<file path="config.mk">
export PLATFORM = sky130hd
export DESIGN_NAME = lease_credit_pool_core
export DESIGN_NICKNAME = d
export VERILOG_FILES = /design/src/hw/rtl/lcp_pkg.sv /design/src/hw/rtl/lcp_ram.sv /design/src/hw/rtl/lcp_ctrl.sv /design/src/hw/rtl/lcp_dp.sv /design/src/hw/rtl/lease_credit_pool_core.sv
export SDC_FILE = /design/constraint.sdc
export NUM_CORES = 2
export LEC_CHECK = 0
export BUFFER_PORTS_ARGS = -buffer_cell sky130_fd_sc_hd__buf_2
export CORE_MARGIN = 2
export CORE_UTILIZATION = 55
export DETAILED_ROUTE_END_ITERATION = 8
export GPL_TIMING_DRIVEN = 0
export MAX_ROUTING_LAYER = met4
export PLACE_DENSITY = 0.72
export SETUP_SLACK_MARGIN = 0.1
export SLEW_MARGIN = 20
export SYNTH_ARGS = -nofsm -noshare
export SYNTH_HDL_FRONTEND = slang
export SYNTH_HIERARCHICAL = 1
export SYNTH_SLANG_ARGS = --single-unit
</file>
<file path="constraint.sdc">
create_clock -name i_clk -period 17.1 [get_ports i_clk]
set_input_delay 0 -clock i_clk [delete_from_list [all_inputs] [get_ports i_clk]]
set_output_delay 0 -clock i_clk [all_outputs]
set_load 0.02 [all_outputs]
</file>
<file path="src/hw/rtl/lcp_pkg.sv">
`timescale 1ns / 1ps
// ---------------------------------------------------------------------------
// lcp_pkg: shared types and codes for the lease credit pool
// Command codes, status codes, credit lifecycle states, configuration
// register indexes and the controller/datapath handshake structs.
// ---------------------------------------------------------------------------
package lcp_pkg;

    // Request opcodes; codes above OP_RELEASE are rejected as bad envelope
    localparam logic [2:0] OP_ACQUIRE  = 3'd0;
    localparam logic [2:0] OP_COMMIT   = 3'd1;
    localparam logic [2:0] OP_ABORT    = 3'd2;
    localparam logic [2:0] OP_TRANSFER = 3'd3;
    localparam logic [2:0] OP_RELEASE  = 3'd4;

    // Result status codes
    localparam logic [2:0] RC_OK        = 3'd0;
    localparam logic [2:0] RC_ENVELOPE  = 3'd1;
    localparam logic [2:0] RC_OWNED     = 3'd2;
    localparam logic [2:0] RC_WRAPPED   = 3'd3;
    localparam logic [2:0] RC_EXHAUSTED = 3'd4;
    localparam logic [2:0] RC_STALE     = 3'd5;
    localparam logic [2:0] RC_DRIFTED   = 3'd6;

    // Plan kinds and their record limits
    localparam logic [1:0] KIND_SINGLE  = 2'd0;
    localparam logic [1:0] KIND_FIVE    = 2'd1;
    localparam logic [2:0] LIMIT_SINGLE = 3'd1;
    localparam logic [2:0] LIMIT_FIVE   = 3'd5;
    localparam logic [2:0] LIMIT_OTHER  = 3'd0;

    // Configuration register indexes
    localparam logic CFG_MAX_SLOTS = 1'b0;
    localparam logic CFG_MAX_BYTES = 1'b1;

    // Credit lifecycle
    typedef enum logic [1:0] {
        LS_FREE = 2'd0,
        LS_PREP = 2'd1,
        LS_COMM = 2'd2,
        LS_XFER = 2'd3
    } t_life;

    // Controller to datapath commands
    typedef struct packed {
        logic load;      // capture the request
        logic scan_clr;  // clear scan counter and trackers
        logic scan_rd;   // read the credit at the scan counter
        logic lease_rd;  // read the credit named by the lease
        logic commit;    // write the updated credit and free count
        logic respond;   // register the result and pulse done
    } t_dp_cmd;

    // Datapath to controller status
    typedef struct packed {
        logic is_acq;     // captured request is an acquire
        logic early_exit; // result is known without a credit read
        logic scan_last;  // scan counter is at the last credit
        logic ok;         // final status is RC_OK
    } t_dp_stat;

endpackage

</file>
<file path="src/hw/rtl/lcp_ram.sv">
`timescale 1ns / 1ps
// ---------------------------------------------------------------------------
// lcp_ram: generic single-port-write, single-port-read RAM
// One write and one read per cycle; read data is registered.
// ---------------------------------------------------------------------------
module lcp_ram #(
    parameter int WIDTH = 8,
    parameter int DEPTH = 16
) (
    input  logic                                 i_clk,
    input  logic                                 i_we,
    input  logic [(DEPTH > 1 ? $clog2(DEPTH) : 1)-1:0] i_waddr,
    input  logic [WIDTH-1:0]                     i_wdata,
    input  logic                                 i_re,
    input  logic [(DEPTH > 1 ? $clog2(DEPTH) : 1)-1:0] i_raddr,
    output logic [WIDTH-1:0]                     o_rdata
);

    logic [WIDTH-1:0] r_mem [DEPTH];
    logic [WIDTH-1:0] r_rdata;

    // Write and registered read
    always_ff @(posedge i_clk) begin
        if (i_we) begin
            r_mem[i_waddr] <= i_wdata;
        end
        if (i_re) begin
            r_rdata <= r_mem[i_raddr];
        end
    end

    assign o_rdata = r_rdata;

endmodule

</file>
<file path="src/hw/rtl/lcp_ctrl.sv">
`timescale 1ns / 1ps
// ---------------------------------------------------------------------------
// lcp_ctrl: request sequencer for the lease credit pool
// Steps each request through decode, credit scan or lease read, and the
// final update/response cycle; early exits respond straight from decode.
// ---------------------------------------------------------------------------
module lcp_ctrl (
    input  logic              i_clk,
    input  logic              i_rst_n,
    input  logic              i_start,
    input  lcp_pkg::t_dp_stat i_stat,
    output lcp_pkg::t_dp_cmd  o_cmd,
    output logic              o_busy
);

    typedef enum logic [2:0] {
        S_IDLE,
        S_DECODE,
        S_SCAN,
        S_SCAN_END,
        S_ACQ_FIN,
        S_LEASE_CHK
    } t_state;

    t_state r_state;
    t_state n_state;
    logic   r_busy;

    // Next state and command decode
    always_comb begin
        n_state = r_state;
        o_cmd   = '0;
        case (r_state)
            S_IDLE: begin
                if (i_start) begin
                    o_cmd.load = 1'b1;
                    n_state    = S_DECODE;
                end
            end
            S_DECODE: begin
                if (i_stat.early_exit) begin
                    o_cmd.respond = 1'b1;
                    n_state       = S_IDLE;
                end else if (i_stat.is_acq) begin
                    o_cmd.scan_clr = 1'b1;
                    n_state        = S_SCAN;
                end else begin
                    o_cmd.lease_rd = 1'b1;
                    n_state        = S_LEASE_CHK;
                end
            end
            S_SCAN: begin
                o_cmd.scan_rd = 1'b1;
                if (i_stat.scan_last) begin
                    n_state = S_SCAN_END;
                end
            end
            S_SCAN_END: begin
                n_state = S_ACQ_FIN;
            end
            S_ACQ_FIN, S_LEASE_CHK: begin
                o_cmd.respond = 1'b1;
                o_cmd.commit  = i_stat.ok;
                n_state       = S_IDLE;
            end
            default: begin
                n_state = S_IDLE;
            end
        endcase
    end

    // Hold state and busy flag
    always_ff @(posedge i_clk) begin
        if (!i_rst_n) begin
            r_state <= S_IDLE;
            r_busy  <= 1'b0;
        end else begin
            r_state <= n_state;
            r_busy  <= (n_state != S_IDLE);
        end
    end

    assign o_busy = r_busy;

    // A request accepted while idle makes the block busy
    a_start_busy: assert property (@(posedge i_clk) disable iff (!i_rst_n)
        (i_start && !o_busy) |=> o_busy)
        else $error("request accepted but block not busy");

    // Busy falls only after a response cycle
    a_busy_fall: assert property (@(posedge i_clk) disable iff (!i_rst_n)
        $fell(o_busy) |-> $past(o_cmd.respond))
        else $error("busy dropped without a response");

    // A credit update happens only together with a response
    a_commit_resp: assert property (@(posedge i_clk) disable iff (!i_rst_n)
        o_cmd.commit |-> o_cmd.respond)
        else $error("credit written outside the response cycle");

endmodule

</file>
<file path="src/hw/rtl/lcp_dp.sv">
`timescale 1ns / 1ps
// ---------------------------------------------------------------------------
// lcp_dp: datapath of the lease credit pool
// Request and configuration registers, credit RAM with per-entry valid bits,
// scan trackers, identity compare, free counter and result registers.
// ---------------------------------------------------------------------------
module lcp_dp #(
    parameter int CREDITS   = 16,
    parameter int TAG_WIDTH = 32
) (
    input  logic              i_clk,
    input  logic              i_rst_n,
    input  lcp_pkg::t_dp_cmd  i_cmd,
    output lcp_pkg::t_dp_stat o_stat,
    input  logic              i_cfg_we,
    input  logic              i_cfg_idx,
    input  logic [31:0]       i_cfg_wdata,
    input  logic [2:0]        i_cmd_code,
    input  logic [31:0]       i_plan_id,
    input  logic [1:0]        i_plan_kind,
    input  logic [7:0]        i_record_count,
    input  logic [15:0]       i_slot_count,
    input  logic [31:0]       i_byte_count,
    input  logic [7:0]        i_lease_index,
    input  logic [31:0]       i_lease_tag,
    output logic              o_done,
    output logic [2:0]        o_status,
    output logic [7:0]        o_granted_index,
    output logic [31:0]       o_granted_tag,
    output logic [8:0]        o_free_count
);

    localparam int IDX_W = (CREDITS > 1) ? $clog2(CREDITS) : 1;
    localparam int FC_W  = $clog2(CREDITS + 1);
    localparam int CMP_W = (TAG_WIDTH > 32) ? TAG_WIDTH : 32;

    typedef struct packed {
        logic [1:0]           life;
        logic [TAG_WIDTH-1:0] tag;
        logic [31:0]          plan;
        logic [2:0]           recs;
        logic [15:0]          slots;
        logic [31:0]          bytes;
    } t_rec;

    // Configuration
    logic [15:0] r_max_slots;
    logic [31:0] r_max_bytes;

    // Captured request
    logic [2:0]  r_op;
    logic [31:0] r_plan;
    logic [1:0]  r_kind;
    logic [7:0]  r_recs;
    logic [15:0] r_slots;
    logic [31:0] r_bytes;
    logic [7:0]  r_lidx;
    logic [31:0] r_ltag;

    // Credit store
    logic [CREDITS-1:0] r_valid;
    logic               r_rd_valid;
    logic [IDX_W-1:0]   r_rd_addr;
    logic               r_rd_scan;
    t_rec               w_ram_q;
    t_rec               w_rd;
    t_rec               w_wdata;
    logic [IDX_W-1:0]   w_raddr;
    logic [IDX_W-1:0]   w_waddr;
    logic               w_re;

    // Scan trackers
    logic [IDX_W-1:0]     r_scan_cnt;
    logic                 r_owned;
    logic                 r_found;
    logic [IDX_W-1:0]     r_free_idx;
    logic [TAG_WIDTH-1:0] r_free_tag;

    // Free counter and results
    logic [FC_W-1:0]      r_free;
    logic [FC_W-1:0]      n_free;
    logic                 r_done;
    logic [2:0]           r_status;
    logic [7:0]           r_gidx;
    logic [31:0]          r_gtag;

    logic                 w_is_acq;
    logic                 w_unknown;
    logic                 w_env_bad;
    logic                 w_stale;
    logic                 w_mismatch;
    logic [2:0]           w_limit;
    lcp_pkg::t_life       w_want;
    logic [2:0]           w_status;
    logic [TAG_WIDTH-1:0] w_new_tag;

    // Hold configuration registers
    always_ff @(posedge i_clk) begin
        if (!i_rst_n) begin
            r_max_slots <= 16'hFFFF;
            r_max_bytes <= 32'hFFFF_FFFF;
        end else if (i_cfg_we) begin
            if (i_cfg_idx == lcp_pkg::CFG_MAX_SLOTS) begin
                r_max_slots <= i_cfg_wdata[15:0];
            end else begin
                r_max_bytes <= i_cfg_wdata;
            end
        end
    end

    // Capture the request
    always_ff @(posedge i_clk) begin
        if (i_cmd.load) begin
            r_op    <= i_cmd_code;
            r_plan  <= i_plan_id;
            r_kind  <= i_plan_kind;
            r_recs  <= i_record_count;
            r_slots <= i_slot_count;
            r_bytes <= i_byte_count;
            r_lidx  <= i_lease_index;
            r_ltag  <= i_lease_tag;
        end
    end

    // Envelope and index checks
    always_comb begin
        case (r_kind)
            lcp_pkg::KIND_SINGLE: w_limit = lcp_pkg::LIMIT_SINGLE;
            lcp_pkg::KIND_FIVE:   w_limit = lcp_pkg::LIMIT_FIVE;
            default:              w_limit = lcp_pkg::LIMIT_OTHER;
        endcase
    end

    assign w_is_acq  = (r_op == lcp_pkg::OP_ACQUIRE);
    assign w_unknown = (r_op != lcp_pkg::OP_ACQUIRE) && (r_op != lcp_pkg::OP_COMMIT) &&
                       (r_op != lcp_pkg::OP_ABORT) && (r_op != lcp_pkg::OP_TRANSFER) &&
                       (r_op != lcp_pkg::OP_RELEASE);
    assign w_env_bad = (r_plan == 32'd0) || (r_recs > 8'(w_limit)) ||
                       (r_slots == 16'd0) || (r_slots > r_max_slots) ||
                       (r_bytes == 32'd0) || (r_bytes > r_max_bytes);
    assign w_stale   = ({1'b0, r_lidx} >= 9'(CREDITS));

    // Credit RAM access; never-written entries read as a free, zeroed credit
    assign w_re    = i_cmd.scan_rd || i_cmd.lease_rd;
    assign w_raddr = i_cmd.scan_rd ? r_scan_cnt : r_lidx[IDX_W-1:0];
    assign w_rd    = r_rd_valid ? w_ram_q : '0;

    lcp_ram #(
        .WIDTH ($bits(t_rec)),
        .DEPTH (CREDITS)
    ) u_ram (
        .i_clk   (i_clk),
        .i_we    (i_cmd.commit),
        .i_waddr (w_waddr),
        .i_wdata (w_wdata),
        .i_re    (w_re),
        .i_raddr (w_raddr),
        .o_rdata (w_ram_q)
    );

    always_ff @(posedge i_clk) begin
        if (!i_rst_n) begin
            r_valid   <= '0;
            r_rd_scan <= 1'b0;
        end else begin
            r_rd_scan <= i_cmd.scan_rd;
            if (i_cmd.commit) begin
                r_valid[w_waddr] <= 1'b1;
            end
        end
    end

    always_ff @(posedge i_clk) begin
        if (w_re) begin
            r_rd_valid <= r_valid[w_raddr];
            r_rd_addr  <= w_raddr;
        end
    end

    // Scan: find an owning live credit and the lowest free credit
    always_ff @(posedge i_clk) begin
        if (i_cmd.scan_clr) begin
            r_scan_cnt <= '0;
            r_owned    <= 1'b0;
            r_found    <= 1'b0;
        end else begin
            if (i_cmd.scan_rd) begin
                r_scan_cnt <= r_scan_cnt + 1'b1;
            end
            if (r_rd_scan) begin
                if (w_rd.life != lcp_pkg::LS_FREE && w_rd.plan == r_plan) begin
                    r_owned <= 1'b1;
                end
                if (w_rd.life == lcp_pkg::LS_FREE && !r_found) begin
                    r_found    <= 1'b1;
                    r_free_idx <= r_rd_addr;
                    r_free_tag <= w_rd.tag;
                end
            end
        end
    end

    // Lease identity compare
    always_comb begin
        case (r_op)
            lcp_pkg::OP_TRANSFER: w_want = lcp_pkg::LS_COMM;
            lcp_pkg::OP_RELEASE:  w_want = lcp_pkg::LS_XFER;
            default:              w_want = lcp_pkg::LS_PREP;
        endcase
    end

    assign w_mismatch = (w_rd.life != w_want) ||
                        (CMP_W'(w_rd.tag) != CMP_W'(r_ltag)) ||
                        (w_rd.plan != r_plan) || (8'(w_rd.recs) != r_recs) ||
                        (w_rd.slots != r_slots) || (w_rd.bytes != r_bytes);

    // Final status
    always_comb begin
        if (w_unknown) begin
            w_status = lcp_pkg::RC_ENVELOPE;
        end else if (w_is_acq) begin
            if (w_env_bad) begin
                w_status = lcp_pkg::RC_ENVELOPE;
            end else if (r_owned) begin
                w_status = lcp_pkg::RC_OWNED;
            end else if (!r_found) begin
                w_status = lcp_pkg::RC_EXHAUSTED;
            end else if (&r_free_tag) begin
                w_status = lcp_pkg::RC_WRAPPED;
            end else begin
                w_status = lcp_pkg::RC_OK;
            end
        end else if (w_stale) begin
            w_status = lcp_pkg::RC_STALE;
        end else if (w_mismatch) begin
            w_status = lcp_pkg::RC_DRIFTED;
        end else begin
            w_status = lcp_pkg::RC_OK;
        end
    end

    assign o_stat.is_acq     = w_is_acq;
    assign o_stat.early_exit = w_unknown || (w_is_acq && w_env_bad) || (!w_is_acq && w_stale);
    assign o_stat.scan_last  = (r_scan_cnt == IDX_W'(CREDITS - 1));
    assign o_stat.ok         = (w_status == lcp_pkg::RC_OK);

    // Updated credit and free count
    assign w_new_tag = r_free_tag + 1'b1;

    always_comb begin
        w_wdata = w_rd;
        w_waddr = r_lidx[IDX_W-1:0];
        n_free  = r_free;
        case (r_op)
            lcp_pkg::OP_ACQUIRE: begin
                w_waddr       = r_free_idx;
                w_wdata.life  = lcp_pkg::LS_PREP;
                w_wdata.tag   = w_new_tag;
                w_wdata.plan  = r_plan;
                w_wdata.recs  = r_recs[2:0];
                w_wdata.slots = r_slots;
                w_wdata.bytes = r_bytes;
                n_free        = r_free - 1'b1;
            end
            lcp_pkg::OP_COMMIT: begin
                w_wdata.life = lcp_pkg::LS_COMM;
            end
            lcp_pkg::OP_ABORT: begin
                w_wdata.life = lcp_pkg::LS_FREE;
                n_free       = r_free + 1'b1;
            end
            lcp_pkg::OP_TRANSFER: begin
                w_wdata.life = lcp_pkg::LS_XFER;
            end
            lcp_pkg::OP_RELEASE: begin
                w_wdata       = '0;
                w_wdata.tag   = w_rd.tag;
                n_free        = r_free + 1'b1;
            end
            default: begin
                n_free = r_free;
            end
        endcase
        if (!i_cmd.commit) begin
            n_free = r_free;
        end
    end

    // Free counter and result registers
    always_ff @(posedge i_clk) begin
        if (!i_rst_n) begin
            r_free <= FC_W'(CREDITS);
            r_done <= 1'b0;
        end else begin
            r_free <= n_free;
            r_done <= i_cmd.respond;
        end
    end

    always_ff @(posedge i_clk) begin
        if (i_cmd.respond) begin
            r_status <= w_status;
            if (w_is_acq && w_status == lcp_pkg::RC_OK) begin
                r_gidx <= 8'(r_free_idx);
                r_gtag <= 32'(w_new_tag);
            end else begin
                r_gidx <= 8'd0;
                r_gtag <= 32'd0;
            end
        end
    end

    assign o_done          = r_done;
    assign o_status        = r_status;
    assign o_granted_index = r_gidx;
    assign o_granted_tag   = r_gtag;
    assign o_free_count    = 9'(r_free);

    // Free count never exceeds the pool size
    a_free_bound: assert property (@(posedge i_clk) disable iff (!i_rst_n)
        r_free <= FC_W'(CREDITS))
        else $error("free count above pool size");

    // The credit store is never read and written in the same cycle
    a_no_rw: assert property (@(posedge i_clk) disable iff (!i_rst_n)
        !(i_cmd.commit && w_re))
        else $error("credit read and write collide");

    // Failed results carry no grant
    a_no_grant: assert property (@(posedge i_clk) disable iff (!i_rst_n)
        (o_done && o_status != lcp_pkg::RC_OK) |-> (o_granted_tag == 32'd0))
        else $error("grant reported on a failed request");

endmodule

</file>
<file path="src/hw/rtl/lease_credit_pool_core.sv">
`timescale 1ns / 1ps
// ---------------------------------------------------------------------------
// lease_credit_pool_core: generation-tagged lease credit pool
// Top level joining the request sequencer and the credit datapath.
// ---------------------------------------------------------------------------
// A request is taken when start is high while busy is low; its single
// result appears on the o_ ports for one cycle with o_done, and the receiver
// cannot stall it. A rejected acquire, an unknown command or an out-of-range
// lease index is answered straight from decode; commit, abort, transfer and
// release make one registered credit RAM read, then the compare and write.
// An acquire that passes its envelope check walks the credit RAM one entry
// per cycle through its single read port, looking for a live credit of the
// same plan and the lowest free credit, then takes the last read in
// S_SCAN_END and the update and response in S_ACQ_FIN. A new request may
// start in the cycle o_done is high. Credits start free after reset with no
// clearing pass; configuration writes take effect at once and are meant for
// idle periods.
// ---------------------------------------------------------------------------
module lease_credit_pool_core #(
    parameter int CREDITS   = 16,
    parameter int TAG_WIDTH = 32
) (
    input  logic        i_clk,
    input  logic        i_rst_n,
    input  logic        i_cfg_we,
    input  logic        i_cfg_idx,
    input  logic [31:0] i_cfg_wdata,
    input  logic        start,
    output logic        busy,
    input  logic [2:0]  i_cmd,
    input  logic [31:0] i_plan_id,
    input  logic [1:0]  i_plan_kind,
    input  logic [7:0]  i_record_count,
    input  logic [15:0] i_slot_count,
    input  logic [31:0] i_byte_count,
    input  logic [7:0]  i_lease_index,
    input  logic [31:0] i_lease_tag,
    output logic        o_done,
    output logic [2:0]  o_status,
    output logic [7:0]  o_granted_index,
    output logic [31:0] o_granted_tag,
    output logic [8:0]  o_free_count
);

    lcp_pkg::t_dp_cmd  w_cmd;
    lcp_pkg::t_dp_stat w_stat;

    // Request sequencer
    lcp_ctrl u_ctrl (
        .i_clk   (i_clk),
        .i_rst_n (i_rst_n),
        .i_start (start),
        .i_stat  (w_stat),
        .o_cmd   (w_cmd),
        .o_busy  (busy)
    );

    // Credit datapath
    lcp_dp #(
        .CREDITS   (CREDITS),
        .TAG_WIDTH (TAG_WIDTH)
    ) u_dp (
        .i_clk           (i_clk),
        .i_rst_n         (i_rst_n),
        .i_cmd           (w_cmd),
        .o_stat          (w_stat),
        .i_cfg_we        (i_cfg_we),
        .i_cfg_idx       (i_cfg_idx),
        .i_cfg_wdata     (i_cfg_wdata),
        .i_cmd_code      (i_cmd),
        .i_plan_id       (i_plan_id),
        .i_plan_kind     (i_plan_kind),
        .i_record_count  (i_record_count),
        .i_slot_count    (i_slot_count),
        .i_byte_count    (i_byte_count),
        .i_lease_index   (i_lease_index),
        .i_lease_tag     (i_lease_tag),
        .o_done          (o_done),
        .o_status        (o_status),
        .o_granted_index (o_granted_index),
        .o_granted_tag   (o_granted_tag),
        .o_free_count    (o_free_count)
    );

endmodule

</file>
# --- After elaboration in Yosys (flattened, before gate mapping) ---
# Memory sizes are Yosys's and may differ from the RTL's. A register that Yosys moved wholly into a read port is not among the register bits.
# Cells that the tools add are included.
totals:
  mem_bits_rw: 1872
  n_memories: 1
  output_inout_bits: 54
  in_bits: 170
  register_bits: 298
mem_list:
  columns: ["memory", "words", "word_bits", "read_ports", "rd_ports_with_merged_regs", "write_ports", "line", "source"]
  rows:
  - ["u_dp.u_ram.r_mem", 16, 117, 1, 1, 1, "lcp_ram.sv:19", "logic [WIDTH-1:0] r_mem [DEPTH];"]
op_classes:
  order_cmp: 7
  reduce_logical: 46
  bitwise_logic: 3
  eq_ne: 22
  add_sub_neg: 4
  n_mux: 39
ops:
  columns: ["operator", "count"]
  rows:
  - ["$pmux W115 S2", 1]
  - ["$mux W117", 1]
  - ["$ne A32 B32 Y1", 3]
  - ["$logic_not A32 Y1", 2]
  - ["$mux W3", 11]
  - ["$add A32 B1 Y32 const B", 1]
  - ["$eq A32 B32 Y1", 1]
  - ["$gt A32 B32 Y1", 1]
  - ["$reduce_and A32 Y1", 1]
  - ["$gt A16 B16 Y1", 1]
  - ["$logic_not A16 Y1", 1]
  - ["$ne A16 B16 Y1", 1]
  - ["$or A16 B16 Y16", 1]
  - ["$mux W1", 15]
  - ["$logic_or A1 B1 Y1", 13]
  - ["$eq A3 B2 Y1 const B", 4]
  - ["$pmux W3 S4", 1]
  - ["$logic_and A1 B1 Y1", 10]
  - ["$lt A4 B5 Y1 const B", 2]
  - ["$pmux W5 S2", 1]
  - ["$reduce_and A2 Y1", 5]
  - ["$eq A3 B3 Y1 const B", 3]
  - ["$logic_not A3 Y1", 3]
  - ["$ge A8 B5 Y1 const B", 1]
  - ["28 further kinds", 37]

# --- Logic depth before layout (Yosys ltp) ---
depth:
  ltp_word: 16
  depth_mapped: 17

# --- Modules after synthesis ---
# Netlist, hierarchy kept.
modules_own_cells:
  columns: ["module", "cells_each", "instances", "area_per_inst_um2", "seq_area_each_um2"]
  rows:
  - ["lcp_ram", 2990, 1, 73376.6, 59727.3]
  - ["lcp_dp", 1650, 1, 16130.5, 7937.6]
  - ["lcp_ctrl", 26, 1, 236.5, 80.1]

# --- Worst setup path after synthesis ---
# No wires, ideal clock.
synth_timing:
  path_type: "register -> register"
  start: "register u_dp.r_bytes[14]"
  end: "memory u_dp/u_ram/r_mem[0][0] (netlist name) (enable)"
  path_slack_ps: 5215
  n_path_buf: 1
  arrival_ps: 11148
  path_stages_with_launch: 14
  path_cell_list: "edfxtp_1 > ha_1 > nand4_1 > nor4_1 > nand3_1 > o211a_1 > or4b_1 > nand4b_4 > nor2b_4 > buf_6 > nor2_1 > and3_1 > or3b_2 > nor3_1"
synth_rtl:
  columns: ["element", "line", "source"]
  rows:
  - ["from (decl)", "lcp_dp.sv:56", "logic [31:0] r_bytes;"]
  - ["from (signal assigned)", "lcp_dp.sv:119", "r_bytes <= i_byte_count;"]
  - ["to (decl)", "lcp_ram.sv:19", null]

==> insert_results.sql <==
INSERT INTO impl_metrics (metric_group, metric, value, unit) VALUES
('status', 'run_status', 'completed', ''),
('flow_run', 'drv_cap', '0', ''),
('pwr', 'vdd.ir_drop.worst', '0.000105', 'V'),
('cells_and_area', 'syn2layout_area_growth', '20.0', '%'),
('detailed_routing', 'drc_errors', '0', ''),
('sta', 'maximum_clock_frequency', '120', 'MHz'),
('sta', 'finalSetupViolations', '0', ''),
('cells_and_area', 'final_layout_size_suffix_gt1_share', '24.5', '%'),
('floorplanning', 'std_cell_rows', '148', ''),
('sta', 'grt_setup_unrepaired', 'no', ''),
('detailed_routing', 'route.antenna.remaining_nets', '0', ''),
('clocking', 'cts.hold.buffers_added', '330', ''),
('floorplanning', 'initial_utilization', '55.3', '%'),
('critical_path', 'cp-start-kind', 'flip-flop', ''),
('floorplanning', 'design.portCount', '224', ''),
('detailed_routing', 'number_of_iterations_in_the_first_detailed_routing_pass', '6', ''),
('detailed_routing', 'drt_iter0_markers', '9625', ''),
('yosys', 'ys_warn_count', '6', ''),
('floorplanning', 'die_width', '408', 'microns'),
('critical_path', 'path_max_fanout', '10', ''),
('pwr', 'total_leakage_power', '36.3', 'nW'),
('clocking', 'clkLatencyLatePin', '0.87', 'ns'),
('cells_and_area', 'finish.instance_area', '0.108', 'sq mm'),
('detailed_routing', 'post_drt_wl_per_cell', '34.8', 'microns'),
('yosys', 'fraction_of_registers_with_async_set_or_reset_after_synthesis', '0', '%'),
('clocking', 'max-clock-path-buffers', '3', ''),
('critical_path', 'critical_path.endpoint_type', 'flip-flop', ''),
('yosys', 'syn_inst', '4666', ''),
('yosys', 'yosysUniqueCellTypes', '75', ''),
('global_route', 'grt_start_max_net_pins', '43', ''),
('clocking', 'htreeDepth', '4', ''),
('yosys', 'synth_top_area_share', '73.7', '%'),
('sta', 'fin_worst_hold_slack', '0.0503', 'ns'),
('critical_path', 'critPathRequiredTime', '17.62', 'ns'),
('sta', 'final_period_minus_worst_setup_slack', '8.31', 'ns'),
('cells_and_area', 'multiInputGateArea', '0.0207', 'sq mm'),
('clocking', 'cts.sink_count', '2283', ''),
('placed_design', 'dpl_hpwl', '186000', 'microns'),
('cells_and_area', 'filler_cell_count', '10400', ''),
('sta', 'timing.clock.skew', '0.0662', 'ns'),
('clocking', 'post-cts-setup-buffer-count', '0', ''),
('yosys', 'post_synth_instance_area', '0.0897', 'sq mm'),
('global_route', 'first_pass_grt_wire_length', '391000', 'microns'),
('detailed_routing', 'vias_per_cell', '6.68', ''),
('yosys', 'yosysSeqAreaShare', '75.5', '%'),
('yosys', 'yosysTopAreaCell', 'edfxtp_1', ''),
('clocking', 'cts_tree', 'done', ''),
('cells_and_area', 'num-nets-final', '5890', ''),
('global_route', 'antenna_violations_before_repair', '14', ''),
('sta', 'setup_total_negative_slack', '0', 'ns'),
('sta', 'final-max-slew-violation-count', '0', ''),
('clocking', 'cts-resized-gates', '0', ''),
('pwr', 'total_power', '11.6', 'mW'),
('floorplanning', 'floorplan.die_area', '0.166', 'sq mm'),
('sta', 'max_slew.worst_pin.slew', '1.26', 'ns'),
('global_route', 'first_global_vias', '52000', ''),
('global_route', 'grt.overflow.total', '0', ''),
('detailed_routing', 'dr_total_vias', '53700', ''),
('placed_design', 'placedInstanceArea', '0.0973', 'sq mm'),
('floorplanning', 'die_y', '408', 'microns'),
('clocking', 'clock-root-buffer', 'clkbuf_16', ''),
('yosys', 'avg_inst_size_synth', '19.2', 'sq um'),
('sta', 'hold_violations', '0', ''),
('cells_and_area', 'layout.area.seq', '0.0677', 'sq mm'),
('cells_and_area', 'final_util', '66.3', '%'),
('placed_design', 'port_buffers', '215', ''),
('clocking', 'numCtsBuffers', '220', ''),
('pwr', 'pd_cells', '108', 'mW/mm^2'),
('floorplanning', 'core_region_area', '0.162', 'sq mm'),
('detailed_routing', 'drt-total-wl', '280000', 'microns'),
('yosys', 'synth.area.top_cells', 'edfxtp_1 (74%), mux4_2 (12%), a22oi_1 (2.0%)', ''),
('placed_design', 'gp_routability_congestion', '0.991', ''),
('sta', 'fin_crit_sh', '48.6', '%'),
('hold_path', 'hold_path_class', 'input port to flip-flop', ''),
('sta', 'slew-limit-headroom', '15.0', '%'),
('global_route', 'grt.total_usage', '34.5', '%'),
('critical_path', 'cp_data_arrival_time', '8.82', 'ns'),
('critical_path', 'criticalPathCategory', 'flip-flop to flip-flop', ''),
('clocking', 'clk_pin_slew', '0.06', 'ns'),
('yosys', 'postSynth.topFlopCell', 'edfxtp_1', ''),
('yosys', 'synth_enable_flop_cells', '2202', ''),
('yosys', 'ys_ff_latch', '2283', '');
[kinds of logic after synthesis]
group           count (synthesis)  synth area share (%)
flops                        2283                  75.5
simple gates                  803                  4.48
compound gates                615                  4.86
mux                           483                  11.9
buf+inv                       356                  1.77
xor+xnor                       69                 0.673
fa+ha+maj                      56                 0.789
other cells                     1               0.00418
[routing by layer]
| layer | vias up | track usage [%] | part of all wire, % |
|---|---|---|---|
| met2 | 4279 | 50.1 | 46 |
| met4 | 0 | 14.0 | 4.6 |
| met1 | 27600 | 46.6 | 36 |
| met3 | 649 | 9.71 | 14 |
| li1 | 21200 | - | - |
| met5 | - | - | 0 |
[sequential cells by signal, summed over array words and instances, names as in the netlist, 3 cells and up]
register              count
u_dp/u_ram/r_mem       1872
u_dp/u_ram/o_rdata      117
u_dp/o_granted_tag       32
u_dp/r_bytes             32
u_dp/r_free_tag          32
u_dp/r_ltag              32
u_dp/r_max_bytes         32
u_dp/r_plan              32
u_dp/r_max_slots         16
u_dp/r_slots             16
u_dp/r_valid             16
u_dp/r_lidx               8
u_dp/r_recs               8
u_dp/r_free               5
u_dp/o_granted_index      4
u_dp/r_free_idx           4
u_dp/r_rd_addr            4
u_dp/r_scan_cnt           4
u_ctrl/r_state            3
u_dp/o_status             3
u_dp/r_op                 3
[metrics by stage]
step,worst slack [ns],cells
finish,8.79,8044
global route,9.08,8040
CTS,9.20,8023
detailed placement,9.28,7286
global placement,-7.89,7063
floorplan,5.22,4673
[cell usage after synthesis, types with 11 or more instances]
cell / n
buf_2: 26
nor2_1: 122
nand3_1: 68
xnor2_1: 32
nor2b_1: 45
a2111oi_0: 13
buf_4: 50
o22ai_1: 30
o211ai_1: 51
edfxtp_1: 2202
inv_1: 105
a31o_2: 63
nand2b_1: 13
o21ai_0: 84
nand4_1: 25
nor4_1: 24
xor2_1: 37
mux4_2: 469
a22oi_1: 244
dfxtp_1: 81
and3_1: 68
ha_1: 55
nand2_1: 288
nand4b_1: 14
clkbuf_1: 121
o21a_1: 18
a21oi_1: 58
or4_1: 11
buf_1: 49
and2_1: 40
nor3_1: 41
[final timing paths]
check | from | end | slack (ns) | depth (start not counted)
min reg2reg | u_dp/r_rd_addr[1] | u_dp/r_free_idx[1] | 0.43 | 0
min | i_cfg_wdata[11] | u_dp/r_max_slots[11] | 0.05 | 4
max | u_dp/r_rd_valid | u_dp/u_ram/r_mem[0][29] | 8.79 | 19
max reg2reg | u_dp/r_rd_valid | u_dp/u_ram/r_mem[0][29] | 8.79 | 19
[worst max-delay path, stage by stage (launching register included)]
cell       delay, ns
edfxtp_1        0.45
buf_2           0.40
buf_1           0.94
buf_2           0.51
a31oi_1         0.31
a2111oi_0       0.80
nand4_1         0.23
nor4_1          1.01
a21oi_1         0.22
nor2_1          0.16
and3_1          0.30
or3b_2          0.61
nor3_2          0.41
buf_4           0.28
buf_6           0.18
buf_4           0.21
buf_4           0.24
buf_4           0.23
buf_4           0.22
buf_4           0.22
[layout by cell type, fill, tap and decap left out, types with 37 or more instances in the layout]
cell / count
dlygate4sd3_1: 330
nor2_1: 108
and3_1: 68
clkinv_1: 42
a21oi_1: 51
buf_4: 144
nand3_1: 68
buf_12: 39
a31o_2: 63
and2_1: 40
buf_2: 241
nor2b_1: 45
o211ai_1: 51
inv_1: 105
a22oi_1: 244
nand2_1: 288
o21ai_0: 45
buf_16: 62
mux4_2: 469
ha_1: 55
buf_1: 49
edfxtp_1: 2202
clkbuf_16: 220
xor2_1: 37
clkbuf_1: 163
clkinv_2: 47
dfxtp_1: 81
[cell type report]
type	count	area share, %
Tap cell	2175	2.53
Timing Repair Buffer	769	7.34
Clock inverter	137	1.19
Sequential cell	2283	62.9
Multi-Input combinational cell	2034	19.2
Antenna cell	20	0.0465
Buffer	250	1.11
Clock buffer	270	5.33
Inverter	106	0.369
[where the power goes]
part           leakage [nW]  internal (mW)  switching [mW]  total [mW]
Clock                  3.41           2.62            2.12        4.75
Sequential             20.8           6.15          0.0579        6.21
Combinational          12.1          0.273           0.415       0.688
Note: power is estimated with default switching activity, not from simulation.
